File: src/rtl/julia_inverse_iteration_plotter_top_assert.svh
// assertion macros for the julia inverse iteration plotter
`ifndef JULIA_INVERSE_ITERATION_PLOTTER_TOP_ASSERT_SVH
`define JULIA_INVERSE_ITERATION_PLOTTER_TOP_ASSERT_SVH

// same-cycle implication
`define JIIP_ASSERT_NOW(lbl, ante, cons, msg) \
    lbl: assert property (@(posedge i_clk) disable iff (!i_rst_n) (ante) |-> (cons)) else $error(msg);

// next-cycle implication
`define JIIP_ASSERT_NEXT(lbl, ante, cons, msg) \
    lbl: assert property (@(posedge i_clk) disable iff (!i_rst_n) (ante) |=> (cons)) else $error(msg);

`endif

File: src/rtl/jiip_pkg.sv
// constants, codes and helpers for the julia inverse iteration plotter
package jiip_pkg;

    localparam int FRAC_BITS    = 16;
    localparam int SCREEN_WIDTH = 640;
    localparam int SCREEN_LINES = 200;
    localparam int Y_MARGIN     = 10;

    localparam int PW  = 24;
    localparam int WW  = PW + 1;
    localparam int OFW = 14;
    localparam int MKW = 16;

    localparam int S_TDATA_W  = 56;
    localparam int S_TUSER_W  = 1;
    localparam int M_TDATA_W  = 80;
    localparam int CFG_IDX_W  = 2;
    localparam int CFG_DATA_W = 24;

    localparam logic [CFG_IDX_W-1:0] REG_C_REAL = 2'd0;
    localparam logic [CFG_IDX_W-1:0] REG_C_IMAG = 2'd1;

    localparam logic REQ_STEP = 1'b0;
    localparam logic REQ_LOAD = 1'b1;

    localparam logic signed [PW-1:0] C_REAL_RST = PW'(((longint'(2) << FRAC_BITS) + 5) / 10);
    localparam logic signed [PW-1:0] C_IMAG_RST = PW'(((longint'(3) << FRAC_BITS) + 5) / 10);

    // square root unit sizing
    localparam int RAD_MIN = 26 + FRAC_BITS;
    localparam int RAD_RAW = (RAD_MIN > 2 * WW) ? RAD_MIN : 2 * WW;
    localparam int RADW    = ((RAD_RAW + 1) / 2) * 2;
    localparam int ROOTW   = RADW / 2;
    localparam int SUMW    = ROOTW + 2;
    localparam int CNTW    = $clog2(ROOTW);
    localparam logic [CNTW-1:0] CNT_LAST = CNTW'(ROOTW - 1);

    // pixel mapping
    localparam int MAPW  = 48;
    localparam int PX_SH = FRAC_BITS + 3;
    localparam int PY_SH = FRAC_BITS + 2;
    localparam logic signed [MAPW-1:0] PX_K    = MAPW'(SCREEN_WIDTH);
    localparam logic signed [MAPW-1:0] PY_K    = MAPW'(SCREEN_LINES - Y_MARGIN);
    localparam logic signed [MAPW-1:0] PX_BIAS =
        MAPW'(longint'(4 * SCREEN_WIDTH - 40) <<< FRAC_BITS);
    localparam logic signed [MAPW-1:0] PY_BIAS =
        MAPW'(longint'(2 * (SCREEN_LINES - Y_MARGIN)) <<< FRAC_BITS);
    localparam logic signed [MAPW-1:0] PX_RND  = MAPW'((longint'(1) << PX_SH) - 1);
    localparam logic signed [MAPW-1:0] PY_RND  = MAPW'((longint'(1) << PY_SH) - 1);
    localparam logic signed [MAPW-1:0] PX_LIM  = MAPW'(SCREEN_WIDTH);
    localparam logic signed [MAPW-1:0] PY_LIM  = MAPW'(SCREEN_LINES);
    localparam logic signed [MAPW-1:0] ROW_WORDS = MAPW'(SCREEN_WIDTH / 8);

    localparam logic [MKW-1:0] MASK_TOP = 16'h8000;

    // saturate a signed root to the point width
    function automatic logic signed [PW-1:0] sat_pw(input logic signed [ROOTW:0] v);
        logic signed [ROOTW:0] hi;
        logic signed [ROOTW:0] lo;
        hi = (ROOTW+1)'((longint'(1) << (PW - 1)) - 1);
        lo = -hi - (ROOTW+1)'(1);
        if (v > hi) begin
            sat_pw = hi[PW-1:0];
        end else if (v < lo) begin
            sat_pw = lo[PW-1:0];
        end else begin
            sat_pw = v[PW-1:0];
        end
    endfunction

endpackage

File: src/rtl/julia_inverse_iteration_plotter_top.sv
// julia inverse iteration plotter: fixed-point complex root step and pixel mapping
// step item: squares of the real and imaginary parts in turn on one multiplier,
//   then three square roots (modulus, real, imaginary) on one shared root unit
// load item: goes straight to pixel mapping and output; one item in flight, next transfer
//   accepted once the result is registered, held off by output stalls
// reset (synchronous, active low): point cleared to zero, c set to 0.2 + 0.3i, no result pending
`include "julia_inverse_iteration_plotter_top_assert.svh"

module julia_inverse_iteration_plotter_top (
    input  logic                               i_clk,
    input  logic                               i_rst_n,
    input  logic                               i_s_axis_tvalid,
    output logic                               o_s_axis_tready,
    // branch, load_real, load_imag
    input  logic [jiip_pkg::S_TDATA_W-1:0]     i_s_axis_tdata,
    // req_type
    input  logic [jiip_pkg::S_TUSER_W-1:0]     i_s_axis_tuser,
    output logic                               o_m_axis_tvalid,
    input  logic                               i_m_axis_tready,
    // point_real, point_imag, in_bounds, word_offset, pixel_mask
    output logic [jiip_pkg::M_TDATA_W-1:0]     o_m_axis_tdata,
    input  logic                               i_cfg_valid,
    output logic                               o_cfg_ready,
    input  logic [jiip_pkg::CFG_IDX_W-1:0]     i_cfg_index,
    input  logic [jiip_pkg::CFG_DATA_W-1:0]    i_cfg_data
);
    import jiip_pkg::*;

    localparam logic [3:0] ST_IDLE = 4'd0;
    localparam logic [3:0] ST_SQX  = 4'd1;
    localparam logic [3:0] ST_SQY  = 4'd2;
    localparam logic [3:0] ST_ROOT = 4'd3;
    localparam logic [3:0] ST_LOAD = 4'd4;
    localparam logic [3:0] ST_FIX  = 4'd5;
    localparam logic [3:0] ST_MAP  = 4'd6;
    localparam logic [3:0] ST_OUT  = 4'd7;

    logic [3:0]              r_state, n_state;
    logic [1:0]              r_phase;
    logic [CNTW-1:0]         r_cnt;
    logic signed [PW-1:0]    r_c_real, r_c_imag;
    logic signed [PW-1:0]    r_cur_real, r_cur_imag;
    logic signed [WW-1:0]    r_wx, r_wy;
    logic                    r_branch;
    logic [RADW-1:0]         r_rad;
    logic [ROOTW+1:0]        r_rem, n_rem;
    logic [ROOTW-1:0]        r_root, n_root;
    logic [ROOTW-1:0]        r_mod, r_re;
    logic signed [MAPW-1:0]  r_px, r_py;
    logic                    r_ovalid;
    logic signed [PW-1:0]    r_o_real, r_o_imag;
    logic                    r_o_inb;
    logic [OFW-1:0]          r_o_off;
    logic [MKW-1:0]          r_o_mask;

    logic                    in_xfer, out_free;
    logic signed [WW-1:0]    ld_wx, ld_wy;
    logic [WW-1:0]           ax, ay, mul_op;
    logic [2*WW-1:0]         prod;
    logic [ROOTW+3:0]        rem_sh, trial, diff;
    logic                    ge;
    logic [ROOTW-1:0]        base;
    logic signed [SUMW-1:0]  wxe, sum;
    logic signed [ROOTW:0]   re_s, im_s;
    logic                    neg_re, neg_im;
    logic signed [MAPW-1:0]  sx, sy, px_num, py_num;
    logic                    inb;
    logic [MAPW-1:0]         off_full;

    assign in_xfer         = i_s_axis_tvalid && o_s_axis_tready;
    assign o_s_axis_tready = (r_state == ST_IDLE);
    assign o_cfg_ready     = 1'b1;
    assign out_free        = !r_ovalid || i_m_axis_tready;

    assign ld_wx = WW'(r_cur_real) - WW'(r_c_real);
    assign ld_wy = WW'(r_cur_imag) - WW'(r_c_imag);

    // shared squaring multiplier
    assign ax     = r_wx[WW-1] ? WW'(-r_wx) : WW'(r_wx);
    assign ay     = r_wy[WW-1] ? WW'(-r_wy) : WW'(r_wy);
    assign mul_op = (r_state == ST_SQX) ? ax : ay;
    assign prod   = (2*WW)'(mul_op) * (2*WW)'(mul_op);

    // one digit of the shared square root
    assign rem_sh = {r_rem, r_rad[RADW-1 -: 2]};
    assign trial  = {2'b00, r_root, 2'b01};
    assign ge     = (rem_sh >= trial);
    assign diff   = rem_sh - trial;
    assign n_rem  = ge ? diff[ROOTW+1:0] : rem_sh[ROOTW+1:0];
    assign n_root = {r_root[ROOTW-2:0], ge};

    // radicand for the real and imaginary roots
    assign base = (r_phase == 2'd0) ? r_root : r_mod;
    assign wxe  = SUMW'(r_wx);
    assign sum  = $signed({2'b00, base}) + ((r_phase == 2'd0) ? wxe : -wxe);

    assign neg_re = !r_branch;
    assign neg_im = r_wy[WW-1] ^ !r_branch;
    assign re_s   = neg_re ? -$signed({1'b0, r_re})   : $signed({1'b0, r_re});
    assign im_s   = neg_im ? -$signed({1'b0, r_root}) : $signed({1'b0, r_root});

    // pixel mapping
    assign sx     = MAPW'(r_cur_real);
    assign sy     = MAPW'(r_cur_imag);
    assign px_num = sx * PX_K + PX_BIAS;
    assign py_num = PY_BIAS - sy * PY_K;
    assign inb    = (r_px >= 0) && (r_px < PX_LIM) && (r_py >= 0) && (r_py < PY_LIM);
    assign off_full = MAPW'((r_px >>> 4) <<< 1) + MAPW'(r_py * ROW_WORDS);

    always_comb begin
        n_state = r_state;
        unique case (r_state)
            ST_IDLE: begin
                if (in_xfer) begin
                    n_state = (i_s_axis_tuser[0] == REQ_LOAD) ? ST_MAP : ST_SQX;
                end
            end
            ST_SQX:  n_state = ST_SQY;
            ST_SQY:  n_state = ST_ROOT;
            ST_ROOT: begin
                if (r_cnt == CNT_LAST) begin
                    n_state = (r_phase == 2'd2) ? ST_FIX : ST_LOAD;
                end
            end
            ST_LOAD: n_state = ST_ROOT;
            ST_FIX:  n_state = ST_MAP;
            ST_MAP:  n_state = ST_OUT;
            ST_OUT: begin
                if (out_free) begin
                    n_state = ST_IDLE;
                end
            end
            default: n_state = ST_IDLE;
        endcase
    end

    always_ff @(posedge i_clk) begin
        if (!i_rst_n) begin
            r_state    <= ST_IDLE;
            r_ovalid   <= 1'b0;
            r_c_real   <= C_REAL_RST;
            r_c_imag   <= C_IMAG_RST;
            r_cur_real <= '0;
            r_cur_imag <= '0;
            r_phase    <= 2'd0;
            r_cnt      <= '0;
        end else begin
            r_state <= n_state;

            if (i_cfg_valid && o_cfg_ready) begin
                unique case (i_cfg_index)
                    REG_C_REAL: r_c_real <= i_cfg_data;
                    REG_C_IMAG: r_c_imag <= i_cfg_data;
                    default: ;
                endcase
            end

            if ((r_state == ST_OUT) && out_free) begin
                r_ovalid <= 1'b1;
            end else if (r_ovalid && i_m_axis_tready) begin
                r_ovalid <= 1'b0;
            end

            unique case (r_state)
                ST_IDLE: begin
                    if (in_xfer) begin
                        r_branch <= i_s_axis_tdata[0];
                        r_wx     <= ld_wx;
                        r_wy     <= ld_wy;
                        if (i_s_axis_tuser[0] == REQ_LOAD) begin
                            r_cur_real <= i_s_axis_tdata[24:1];
                            r_cur_imag <= i_s_axis_tdata[48:25];
                        end
                    end
                end
                ST_SQX: begin
                    r_rad <= RADW'(prod);
                end
                ST_SQY: begin
                    r_rad   <= r_rad + RADW'(prod);
                    r_rem   <= '0;
                    r_root  <= '0;
                    r_cnt   <= '0;
                    r_phase <= 2'd0;
                end
                ST_ROOT: begin
                    r_rem  <= n_rem;
                    r_root <= n_root;
                    r_rad  <= r_rad << 2;
                    r_cnt  <= r_cnt + 1'b1;
                end
                ST_LOAD: begin
                    if (r_phase == 2'd0) begin
                        r_mod <= r_root;
                    end else begin
                        r_re <= r_root;
                    end
                    r_rad   <= RADW'(sum[SUMW-2:0]) << (FRAC_BITS - 1);
                    r_rem   <= '0;
                    r_root  <= '0;
                    r_cnt   <= '0;
                    r_phase <= r_phase + 1'b1;
                end
                ST_FIX: begin
                    r_cur_real <= sat_pw(re_s);
                    r_cur_imag <= sat_pw(im_s);
                end
                ST_MAP: begin
                    r_px <= (px_num < 0) ? ((px_num + PX_RND) >>> PX_SH) : (px_num >>> PX_SH);
                    r_py <= (py_num < 0) ? ((py_num + PY_RND) >>> PY_SH) : (py_num >>> PY_SH);
                end
                ST_OUT: begin
                    if (out_free) begin
                        r_o_real <= r_cur_real;
                        r_o_imag <= r_cur_imag;
                        r_o_inb  <= inb;
                        r_o_off  <= inb ? off_full[OFW-1:0] : '0;
                        r_o_mask <= inb ? (MASK_TOP >> r_px[3:0]) : '0;
                    end
                end
                default: ;
            endcase
        end
    end

    assign o_m_axis_tvalid = r_ovalid;
    assign o_m_axis_tdata  = {1'b0, r_o_mask, r_o_off, r_o_inb, r_o_imag, r_o_real};

    `JIIP_ASSERT_NEXT(a_busy_after_xfer, in_xfer, !o_s_axis_tready, "input taken while busy")
    `JIIP_ASSERT_NEXT(a_load_maps, in_xfer && (i_s_axis_tuser[0] == REQ_LOAD), r_state == ST_MAP, "load item did not go to mapping")
    `JIIP_ASSERT_NOW(a_off_zero, r_ovalid && !r_o_inb, (r_o_off == '0) && (r_o_mask == '0), "off-screen result has pixel data")
    `JIIP_ASSERT_NOW(a_mask_onehot, r_ovalid && r_o_inb, $onehot(r_o_mask), "pixel mask not one-hot")

endmodule
File: config.mk
export PLATFORM = sky130hd
export DESIGN_NAME = julia_inverse_iteration_plotter_top
export DESIGN_NICKNAME = d
export VERILOG_FILES = /design/src/rtl/jiip_pkg.sv /design/src/rtl/julia_inverse_iteration_plotter_top.sv
export VERILOG_INCLUDE_DIRS = /design/src /design/src/rtl
export SDC_FILE = /design/constraint.sdc
export NUM_CORES = 2
export LEC_CHECK = 0
export ABC_AREA = 1
export BUFFER_PORTS_ARGS = -buffer_cell sky130_fd_sc_hd__buf_2
export CORE_MARGIN = 4
export CORE_UTILIZATION = 64
export DETAILED_ROUTE_END_ITERATION = 12
export HOLD_SLACK_MARGIN = 0.03
export PLACE_DENSITY = 0.82
export REMOVE_ABC_BUFFERS = 1
export SLEW_MARGIN = 10
export SYNTH_ARGS = -nofsm -noshare
export SYNTH_HDL_FRONTEND = slang
export SYNTH_SLANG_ARGS = --single-unit
File: constraint.sdc
create_clock -name i_clk -period 16.9 [get_ports i_clk]
set_input_delay 1.69 -clock i_clk [delete_from_list [all_inputs] [get_ports i_clk]]
set_output_delay 1.69 -clock i_clk [all_outputs]
set_load 0.1 [all_outputs]
[Word-level counts from Yosys, hierarchy flattened]
Cells that the tools add are included.
Word-level totals
  register bits: 486
  bits of input ports: 88
  output and inout port bits: 83
  logic and storage cells: 134
Operators by class
  add/sub/neg operators: 17
  multiply operators: 4
  $lt $le $gt $ge: 11
  equal/unequal tests: 14
  shift-type cells: 1
  multiplexer cells: 33
  bitwise operators: 2
  reduce and logical (&&, ||, !) cells: 29
Operators with widths (count)
  50-bit one-hot mux with 4 select lines: 1
  24-bit 2-to-1 mux: 8
  25-bit 2-to-1 mux: 4
  48-bit by 1-bit >= comparator with 1-bit output (second input constant): 2
  48-bit 2-to-1 mux: 2
  24-bit one-hot mux with 2 select lines: 2
  26-bit 2-to-1 mux: 3
  25-bit negation with 26-bit output: 3
  27-bit one-hot mux with 2 select lines: 1
  26-bit by 24-bit greater-than comparator with 1-bit output (second input constant): 2
  26-bit by 24-bit less-than comparator with 1-bit output (second input constant): 2
  50-bit adder: 1
  25-bit by 25-bit multiplier with 50-bit output: 1
  25-bit negation: 2
  25-bit one-hot mux with 2 select lines: 1
  24-bit by 24-bit subtractor with 25-bit output: 2
  48-bit by 11-bit less-than comparator with 1-bit output (second input constant): 1
  48-bit by 9-bit less-than comparator with 1-bit output (second input constant): 1
  48-bit by 4-bit multiplier with 10-bit output (second input constant): 1
  36-bit by 20-bit adder with 37-bit output (second input constant): 1
  35-bit by 29-bit adder with 36-bit output (second input constant): 1
  36-bit by 1-bit less-than comparator with 1-bit output (second input constant): 1
  34-bit by 19-bit adder with 35-bit output (second input constant): 1
  34-bit by 1-bit less-than comparator with 1-bit output (second input constant): 1
  other kinds (37): 66

[Depth between registers and ports, before layout]
  word-level depth: 7
  gate-level depth with buffers: 57
  gate-level depth less buffers: 57

[Worst setup path before layout]
No wires, ideal clock.
  kind: register to register
  from: register r_wx[1]
  to: register r_rad[47] (data pin)
  setup time: 264 ps
  arrival: 9541 ps
  slack: 7095 ps
  stages on the path, launching flop included: 53
  buffers on the path: 2
  cell sequence: edfxtp_1 -> inv_1 -> ha_1 -> nand2_1 -> nor2_1 -> inv_1 -> nor2_1 -> inv_1 -> nor2_1 -> inv_1 -> nor2_1 -> inv_1 -> nor2_1 -> nand3b_1 -> nor3b_1 -> ha_1 -> o21a_1 -> buf_2 -> [17 not listed] -> a21oi_1 -> o21ai_0 -> nand2_1 -> nand2_1 -> nand2_1 -> and2_1 -> ha_1 -> nand2_1 -> nor2_1 -> inv_1 -> nor4_1 -> nand3_1 -> nand3_1 -> nand3b_1 -> o2111ai_1 -> a21oi_1 -> o21ai_0 -> nand3_1
Between the ends
  longest elaborated chain between the ends: 6
Ends and longest elaborated chain
  start: declaration: RTL line julia_inverse_iteration_plotter_top.sv:43  | logic signed [WW-1:0] r_wx, r_wy;
  start signal: assignment: RTL line julia_inverse_iteration_plotter_top.sv:168  | r_wx <= ld_wx;
  25-bit negation: RTL line julia_inverse_iteration_plotter_top.sv:79  | assign ax = r_wx[WW-1] ? WW'(-r_wx) : WW'(r_wx);
  25-bit 2-to-1 mux *: RTL line julia_inverse_iteration_plotter_top.sv:79
  25-bit 2-to-1 mux *: RTL line julia_inverse_iteration_plotter_top.sv:81  | assign mul_op = (r_state == ST_SQX) ? ax : ay;
  25-bit by 25-bit multiplier with 50-bit output *: RTL line julia_inverse_iteration_plotter_top.sv:82  | assign prod = (2*WW)'(mul_op) * (2*WW)'(mul_op);
  50-bit adder: RTL line julia_inverse_iteration_plotter_top.sv:180  | r_rad <= r_rad + RADW'(prod);
  50-bit one-hot mux with 4 select lines *: RTL line julia_inverse_iteration_plotter_top.sv:164  | unique case (r_state)
  end signal: assignment: RTL line julia_inverse_iteration_plotter_top.sv:177  | r_rad <= RADW'(prod);
  end signal: assignment: RTL line julia_inverse_iteration_plotter_top.sv:180
  end signal: assignment: RTL line julia_inverse_iteration_plotter_top.sv:189  | r_rad <= r_rad << 2;
  end: declaration: RTL line julia_inverse_iteration_plotter_top.sv:45  | logic [RADW-1:0] r_rad;
Every way passes the cells marked *; elsewhere a longest branch is shown, timed or not.
A chain may end at the register's enable or synchronous reset.

[Final worst setup path]
  from: register r_state[2]
  to: register r_rad[33] (data pin)
Between the ends
  longest elaborated chain between the ends: 5
  elaborated cells between the ends (all ways): 8
  those cells by class: add/sub (1); mul (1); eq/ne (4); mux (2)
Ends and longest elaborated chain
  start: declaration: RTL line julia_inverse_iteration_plotter_top.sv:38  | logic [3:0] r_state, n_state;
  start signal: assignment: RTL line julia_inverse_iteration_plotter_top.sv:148  | r_state <= n_state;
  4-bit by 1-bit equality test with 1-bit output: RTL line julia_inverse_iteration_plotter_top.sv:81, julia_inverse_iteration_plotter_top.sv:164
  25-bit 2-to-1 mux: RTL line julia_inverse_iteration_plotter_top.sv:81
  25-bit by 25-bit multiplier with 50-bit output: RTL line julia_inverse_iteration_plotter_top.sv:82
  50-bit adder: RTL line julia_inverse_iteration_plotter_top.sv:180
  50-bit one-hot mux with 4 select lines *: RTL line julia_inverse_iteration_plotter_top.sv:164
Marked as above.

==> impl_metrics.csv <==
group,metric,value,unit
placed_design,port_buffers,160,
setup_path,timing.rr.start,"r_state[2]$_SDFFE_PN0P_",
setup_path,crit_arrival,12740,ps
synth,async_flop_share,0,%
drt,routedWlPerCell,19.0,um
synth,synth_area_leaders,"fa_1 21%, edfxtp_1 17%, ha_1 11%",
sta,slew_violations,0,
hold_path,min_path_cells,1,
sta,fmax,81.0,MHz
sta,min_period,12350,ps
sta,tightest_slew,1150,ps
sta,setup_viol_count_final,0,
sta,min_period_over_period,73.1,%
status,status,"complete, no violations",
placed_design,gp_congestion,0.982,
synth,synth-seq-cells,423,
layout,layout.nets,8182,
die,start_util,64.7,%
setup_path,startpoint_type,"register",
sta,slew_headroom,23.0,%
setup_path,setup.worst_path.class,"reg -> reg",
setup_path,cp_max_fo,24,
drt,drc,0,
synth,syn_area,0.0543,sq mm
grt,grt_start_max_net_pins,74,
drt,antenna_left,0,
synth,synth_warnings,0,
layout,drive_gt1_share,6.57,%
die,die_x,299,um
drt,vias,47600,
setup_path,worst_path_most_repeated_cell,"inv_1",
run,drv_cap,0,
grt,grt_pass1_wl,248,mm
die,io-pin-count,171,
hold_path,worstHoldEndpoint,"r_phase[0]$_SDFFE_PN0P_",
setup_path,critPathMaxStageDelay,860,ps
drt,drt_pass1_iterations,7,
die,die_area,0.0896,sq mm
grt,grt_usage,34.8,%
die,fp.coreArea,0.0840,sq mm
sta,hold_violations,0,
synth,synth_top_area_share,21.1,%
synth,synth_edf_count,316,
sta,rsz0062_at_grt,"false",
synth,synth_cell_types,66,
setup_path,worstPathRequired,17290,ps
synth,synth_top_cell_by_area,"fa_1",
cts,h-tree-depth,2,
synth,seq_area_frac_synth,21.4,%
sta,fin_skew,82.4,ps
drt,drtIter0Drc,4077,
drt,vias_per_cell,5.79,
cts,cts_max_path_buffers,3,
die,num_rows,106,
hold_path,hp-start,"r_phase[0]$_SDFFE_PN0P_",
sta,setup_tns,0,ps
setup_path,reg2reg_depth,42,
cts,post_cts_resized,0,
setup_path,r2r_end,"r_rad[33]$_DFFE_PP_",
grt,grt_overflow_total,0,
placed_design,post-dp-hpwl,125,mm
cts,cts_tree,"built",
cts,cts_buffers,48,
cts,clock-sinks,423,
setup_path,rrSetupSlack,4550,ps
setup_path,cp-end-kind,"register",
synth,syn_inst,6922,
cts,cts_hold_buf,0,
hold_path,min_path_type,"reg -> reg",
synth,synth_ff_type,"edfxtp_1",
cts,clk-insertion-delay-late,640,ps
cts,clkTransAtPathRegs,60,ps
die,die_h,299,um
drt,wirelength,156,mm
grt,antenna_found_initial,1,
cts,post-cts-setup-buffers,0,
synth,synth.avg_cell_area,7.85,sq um
setup_path,critPathSlowestCell,"clkinv_1",
cts,cts_root_buf,"clkbuf_16",
grt,grt_pass1_vias,47100,
layout,area_growth,6.97,%
-- cell usage in the layout, fill, tap and decap left out, drive strengths merged, types with 107 or more instances in the layout --
cell type / Yosys / final
dfxtp: 107 / 107
inv: 1364 / 1370
nor2: 680 / 680
nand2: 1264 / 1264
xor2: 175 / 175
ha: 483 / 483
nand3: 336 / 336
edfxtp: 316 / 316
buf: 24 / 210
a21oi: 514 / 514
fa: 573 / 573
o21ai: 387 / 387
-- stage by stage --
| stage | instances | worst slack (ps) | hold slack [ps] | cell area, sq um | util [%] |
|---|---|---|---|---|---|
| after global routing | 8212 | 3750 | 473 | 58100 | 69.2 |
| after global placement | 8122 | 4930 | 434 | 56400 | 67.2 |
| after CTS | 8212 | 4740 | 453 | 58100 | 69.2 |
| after floorplan | 6778 | 6240 | 422 | 53700 | - |
| final | 8214 | 4550 | 453 | 58100 | 69.2 |
| after detailed placement | 8122 | 4790 | 441 | 56400 | 67.2 |
-- how the worst max path moves through the flow --
stage,from,end,slack [ps],depth (start not counted)
floorplan,r_state[0]$_SDFFE_PN0P_,r_rad[47]$_DFFE_PP_,6240,40
global placement,r_wx[0]$_DFFE_PP_,r_rad[47]$_DFFE_PP_,4930,52
detailed placement,r_wx[0]$_DFFE_PP_,r_rad[47]$_DFFE_PP_,4790,52
CTS,r_state[2]$_SDFFE_PN0P_,r_rad[33]$_DFFE_PP_,4740,41
global route,r_wx[0]$_DFFE_PP_,r_rad[47]$_DFFE_PP_,3750,52
finish,r_state[2]$_SDFFE_PN0P_,r_rad[33]$_DFFE_PP_,4550,42
-- cells in the mapped netlist (all sizes together), types with 6 or more instances --
| library cell | n |
|---|---|
| nor2 | 680 |
| nand4 | 56 |
| o21ai | 387 |
| fa | 573 |
| a21boi | 10 |
| nand2 | 1264 |
| clkbuf | 121 |
| nand3b | 26 |
| nor3 | 75 |
| o31ai | 10 |
| xnor2 | 78 |
| a31oi | 32 |
| inv | 1364 |
| xor2 | 175 |
| clkinv | 16 |
| nand3 | 336 |
| ha | 483 |
| o21a | 23 |
| o2111ai | 14 |
| nor4 | 28 |
| o21bai | 21 |
| edfxtp | 316 |
| a21o | 23 |
| or2 | 52 |
| o211ai | 61 |
| dfxtp | 107 |
| and2 | 9 |
| a211oi | 6 |
| buf | 24 |
| a21oi | 514 |
-- kinds of logic (layout without fill, tap and decap cells) --
logic type	after synthesis	in the layout	synth area share, %
other	2	5	0.0138
AO/OA/AOI/OAI	1125	1125	11.5
buffers and inverters	1525	1680	10.6
adder cells (fa/ha/maj)	1056	1056	32.2
flip-flops	423	423	21.4
XOR/XNOR	253	253	4.14
AND/OR/NAND/NOR	2538	2538	20.1
-- state kept, by name, summed over array words and instances, names as in the netlist, 2 cells and up --
signal,cells
r_o_imag,24
r_mod,25
r_wy,25
r_o_real,24
r_py,17
r_rem,27
r_cur_imag,24
r_c_imag,24
r_phase,2
r_state,3
r_wx,25
r_cur_real,24
r_c_real,24
r_rad,50
r_cnt,5
r_root,25
r_px,18
r_o_off,13
r_re,25
r_o_mask,16
-- metal layers --
metal  GRT usage [%]  up-vias  share of wire [%]
li1                -    22400                  -
met1            45.7    22500                 39
met2            57.5     2239                 46
met3            4.81      460                8.5
met4            16.1        0                5.7
met5               0        -                  0
-- worst max-delay path, delay by kind of cell, from the launching register on --
family,cells,cell delay [ps]
AOI/OAI and AO/OA,7,1350
xor gates and xnor gates,1,400
adders and majority gates,9,4270
buffers and inverters,14,2710
DFF,1,480
and+or+nand+nor,11,2860
-- layout make-up --
type / instances / area, sq um
antenna: 2 / 5.00
inverter: 1380 / 5180
multi-input combinational: 4975 / 37000
sequential: 423 / 11600
fill: 6823 / 25800
clock buffer: 63 / 1390
clock inverter: 27 / 312
timing repair buffer: 210 / 1180
tap: 1134 / 1420
Power is left out: the tool's default activity adds up to more than one toggle a clock period on the data nets, which glitch-free logic cannot reach.
